**config.mk**
```make
export PLATFORM = sky130hd
export DESIGN_NAME = bts_mac
export DESIGN_NICKNAME = d
export VERILOG_FILES = /design/src/design/bts_pkg.sv /design/src/design/bts_mac.sv
export SDC_FILE = /design/constraint.sdc
export NUM_CORES = 1
export LEC_CHECK = 0
export BUFFER_PORTS_ARGS = -buffer_cell sky130_fd_sc_hd__buf_2
export CAP_MARGIN = 20
export CORE_ASPECT_RATIO = 1.1
export CORE_UTILIZATION = 40
export CTS_CLUSTER_DIAMETER = 40
export DETAILED_ROUTE_END_ITERATION = 7
export PLACE_DENSITY = 0.56
export REMOVE_ABC_BUFFERS = 1
export SYNTH_ARGS = -nofsm -noshare
export SYNTH_HDL_FRONTEND = slang
export SYNTH_SLANG_ARGS = --single-unit
```
**constraint.sdc**
```tcl
create_clock -name clk -period 20.8 [get_ports clk]
set_input_delay 2.08 -clock clk [delete_from_list [all_inputs] [get_ports clk]]
set_output_delay 2.08 -clock clk [all_outputs]
set_load 0.02 [all_outputs]
```
**src/design/bts_pkg.sv**
```systemverilog
// Package with the shared constants, types and helpers of the bilinear texture sampler.
`timescale 1ns / 1ps
`default_nettype none
package bts_pkg;

  localparam int TEX_SIDE    = 256;
  localparam int IDX_W       = $clog2(TEX_SIDE);
  localparam int ADDR_W      = 2 * IDX_W;
  localparam int TEXEL_W     = 24;
  localparam int CHAN_W      = 8;
  localparam int FRAC_BITS   = 16;
  localparam int COORD_W     = FRAC_BITS + 2;
  localparam int UCOORD_W    = FRAC_BITS + 1;
  localparam int OUT_W       = 16;
  localparam int CFG_IDX_W   = 2;
  localparam int CFG_DATA_W  = 8;

  // Shared multiply-add unit widths.
  localparam int BASE_W      = CHAN_W + FRAC_BITS;
  localparam int DIFF_W      = BASE_W + 2;
  localparam int PROD_W      = DIFF_W + UCOORD_W + 1;

  localparam logic [UCOORD_W-1:0] COORD_ONE = UCOORD_W'(1) << FRAC_BITS;

  localparam logic [CFG_IDX_W-1:0] CFG_LAST_COLUMN = 2'd0;
  localparam logic [CFG_IDX_W-1:0] CFG_LAST_ROW    = 2'd1;

  localparam logic REQ_WRITE  = 1'b0;
  localparam logic REQ_SAMPLE = 1'b1;

  typedef enum logic [3:0] {
    S_IDLE,
    S_SCALE_U,
    S_SCALE_V,
    S_RD00,
    S_RD10,
    S_RD01,
    S_RD11,
    S_NEAR,
    S_FAR,
    S_TOTAL,
    S_STORE,
    S_FIN
  } seq_state_t;

  // One operation for the shared unit: result = (base << FRAC_BITS) + diff * mul.
  typedef struct packed {
    logic                     en;
    logic [BASE_W-1:0]        base;
    logic signed [DIFF_W-1:0] diff;
    logic [UCOORD_W-1:0]      mul;
  } mac_op_t;

  function automatic logic [CHAN_W-1:0] texel_byte(input logic [TEXEL_W-1:0] texel,
                                                   input logic [1:0] ch);
    logic [CHAN_W-1:0] b;
    case (ch)
      2'd0:    b = texel[7:0];
      2'd1:    b = texel[15:8];
      2'd2:    b = texel[23:16];
      default: b = '0;
    endcase
    return b;
  endfunction

endpackage
`default_nettype wire

```
**src/design/bts_mac.sv**
```systemverilog
// Shared multiply-add unit: one signed product plus a shifted base, registered.
`timescale 1ns / 1ps
`default_nettype none
module bts_mac
  import bts_pkg::*;
(
  input  wire logic                     clk,
  input  wire mac_op_t                  op,
  output logic signed [PROD_W-1:0]      p_r
);

  logic signed [PROD_W-1:0] base_ext;
  logic signed [PROD_W-1:0] prod;
  logic signed [PROD_W-1:0] p_nxt;

  always_comb begin
    base_ext = $signed({{(PROD_W-BASE_W-FRAC_BITS){1'b0}}, op.base, {FRAC_BITS{1'b0}}});
    prod     = op.diff * $signed({1'b0, op.mul});
    p_nxt    = base_ext + prod;
  end

  always_ff @(posedge clk) begin
    if (op.en) begin
      p_r <= p_nxt;
    end
  end

endmodule
`default_nettype wire
```
# Word-level counts from Yosys, hierarchy flattened
# Index checks and enable logic that the tools add are counted.
# word_totals
elab_cells,3
out_inout_bits,44
n_memories,0
romBits,0
latch_bits,0
mem_bits_rw,0
input_bits,69
reg_bits,44
# classes
n_mul,1
bitwise,0
n_addsub,1
reduce_logical,0
eq_ne,0
mux,0
magnitude_cmp,0
div,0
shift,0
# op_table
cell,n
$add 41x44->44,1
$mul 26x18->44,1

# Depth between registers and ports, before layout
# logic_depth
depth_word,2
ltp_mapped,24
mapped_depth_nobuf,22

# Least setup slack after synthesis
# OpenSTA, ideal clock, no wires.
# synth_path
path_kind,in2reg
start,input op[42] (netlist bit)
end,"register p_r[41], data pin"
slack_ps,12655
t_required_ps,20541
arrival_time_ps,7886
stages,24
path_cell_list,clkbuf_1 -> clkbuf_1 -> nand2_1 -> fa_1 -> inv_1 -> fa_1 -> inv_1 -> fa_1 -> inv_1 -> fa_1 -> fa_1 -> inv_1 -> fa_1 -> inv_1 -> ha_1 -> buf_2 -> a211oi_1 -> o21ai_1 -> a211oi_1 -> o21ai_1 -> a31oi_1 -> o31ai_4 -> o2111a_1 -> a211o_1
# synth_between
elab_chain_cells,2
# synth_rtl
item,line_no,source
start: declaration,bts_mac.sv:8,"input wire mac_op_t op,"
$mul 26x18->44,bts_mac.sv:18,"prod = op.diff * $signed({1'b0, op.mul});"
$add 41x44->44,bts_mac.sv:19,p_nxt = base_ext + prod;
named net p_nxt[41],bts_mac.sv:14,logic signed [PROD_W-1:0] p_nxt;
end signal: assignment,bts_mac.sv:24,p_r <= p_nxt;
end: declaration,bts_mac.sv:9,output logic signed [PROD_W-1:0] p_r
# The timed path passes the listed nets, and every way through them passes these cells.
# A chain may end at the register's enable or synchronous reset.

# Worst setup path in the final report
# layout_path
start,input op[0] (netlist bit)
end,"register p_r[41], data pin"
# Same word-level chain as after synthesis.

==> flow_metrics.tcl <==
set metrics [dict create \
    status "complete, no violations" \
    setup_tns_ns 0 \
    ys_ff_latch 44 \
    slew_headroom 0.539 \
    yosysSeqAreaShare 0.0726 \
    setup_slack_ns 12.51 \
    top_register "p_r" \
    place.port_buffers 112 \
    cap_violations 0 \
    cts_buffer_depth 2 \
    vias_per_cell 4.93 \
    worstSetupStartpointType "input port" \
    hold_class "in2reg" \
    fmax_mhz 121 \
    synth_flop_cell "edfxtp_1" \
    crit_top_cell "fa_1" \
    cts_root_buffer "clkbuf_16" \
    cts_max_level 2 \
    num-nets-final 2616 \
    syn_area_um2 18200 \
    layout_min_cycle_time_ns 8.29 \
    layout_commonest_cell "inv_1" \
    antenna_found_initial 0 \
    grt_pass1_vias 14447 \
    setup_viol 0 \
    grt_pass1_wl_mm 76.6 \
    reg_top3 "p_r (44)" \
    drt_iter0_drc 615 \
    diodes 0 \
    whs_ns 2.21 \
    crit_required_ns 20.84 \
    dr.pass1.iters 5 \
    cts_tree "yes" \
    ys_types 48 \
    drt_wl_total_mm 46.4 \
    vias 12597 \
    crit_chain "buf_2 -> nand2_1 -> fa_1 -> inv_1 -> fa_1 -> inv_1 -> fa_1 -> inv_1 -> fa_1 -> fa_1 -> inv_1 -> fa_1 -> inv_1 -> ha_1 -> a211oi_1 -> o21ai_1 -> a211oi_1 -> o21ai_1 -> a31oi_1 -> o31ai_4 -> o2111a_1 -> a211o_1" \
    postCtsSetupBuffers 0 \
    ys_async_sr_fraction 0 \
    period_share 0.399 \
    synth_edf_count 44 \
    criticalPathCategory "in2reg" \
    synth.avg_cell_area_um2 9.42 \
    drive_above_1_share 0.0643 \
    fillers 4394 \
    grt_max_degree 45 \
    ant_nets 0 \
    synth_warnings 0 \
    tightest_slew_ns 0.691 \
    post_cts_resized 0 \
    cts_made_buffers 5 \
    grt.overflow.total 0 \
    critPathCaptureType "flop" \
    rsz0062_at_grt "false" \
    start_util 0.407 \
    cts.clk_slew.worst_paths_ns 0.07 \
    critPathMaxFanout 26 \
    die_area_um2 46400 \
    largest_reg_flops 44 \
    register_area_um2 1320 \
    cts_sinks 44 \
    grt_usage 0.217 \
    hold_violations 0 \
    multi_input_area_um2 14500 \
    gp_congestion 0.840 \
    dpl.hpwl_mm 37.6 \
    ioPinCount 113 \
    coreArea_um2 44700 \
    slowest_stage "fa_1" \
    dp_slack_ns 12.28 \
    die_h_um 226 \
    arrival_ns 8.34 \
    area_growth_pct 6.48 \
    hold_buffers 0 \
    synthCells 1931 \
    drc 0 \
    die_width_um 205 \
    post-route-util 0.434 \
    final_cell_mix "inv_1, fa_1, and2_1" \
    rows 81 \
    slew_violations 0 \
    wl_per_cell_um 18.2 \
    critPathMaxStageDelay_ns 0.68 \
]
-- path summary, 6_finish.rpt --
check,startpoint,endpoint,slack (ns),depth (start not counted)
min,op[67],p_r[11],2.21,1
max,op[0],p_r[41],12.51,22
-- Yosys cell counts, types with 3 or more instances --
cell type  number  area, µm²
nor2_1         21       78.8
o211ai_1        5       37.5
nand2_1       191        717
edfxtp_1       44       1320
a211oi_1        5       37.5
xor2_1         12        105
buf_2           4       20.0
xnor2_1        30        263
clkbuf_1       73        274
fa_1          454       9090
nand4_1         9       56.3
nor3_1          6       30.0
a31oi_1         9       56.3
ha_1          120       1500
inv_1         541       2030
and2_1        274       1710
o21ai_1         3       15.0
nor2b_1         3       18.8
a21oi_1        42        210
and3_1          4       25.0
o21ai_0        20        100
o21bai_1        4       30.0
o21a_1          4       30.0
nand2b_1        4       25.0
nand3_1         7       35.0
a21o_1         17        128
-- cells by family after synthesis --
logic type      count (synthesis)  share of synthesized area
simple gates                  523                      0.150
xor+xnor                       42                     0.0202
buf+inv                       619                      0.128
fa+ha+maj                     574                      0.582
flops                          44                     0.0726
compound gates                129                     0.0470
-- critical path: cells and delay by family --
kind | cells | cell delay, ns
adders and majority gates | 7 | 3.52
AOI/OAI and AO/OA | 8 | 1.81
buffers and inverters | 6 | 0.75
and+or+nand+nor | 1 | 0.19
-- final cells by class --
class                      instances  share of cell area
clock buffer                       5             0.00646
clock inverter                     3             0.00239
inverter                         541               0.105
multi-input combinational       1268               0.751
sequential                        44              0.0682
tap                              581              0.0375
timing repair buffer             113              0.0300
-- metal layers --
layer  part of all wire  track usage  vias to the layer above
met1               0.39        0.252                     6612
met2               0.55        0.421                      260
met4              0.033       0.0612                        0
met3              0.026       0.0152                       58
met5                  0            0                        -
li1                   -            -                     5667
-- metrics by stage --
stage               cells  cell area [µm²]
floorplan            1853            17900
detailed placement   2546            19200
global route         2555            19400
finish               2555            19400
CTS                  2554            19400
global placement     2546            19200
Power is not shown: default switching activity piles up to over one toggle a cycle in this logic, so the estimate is an artifact.
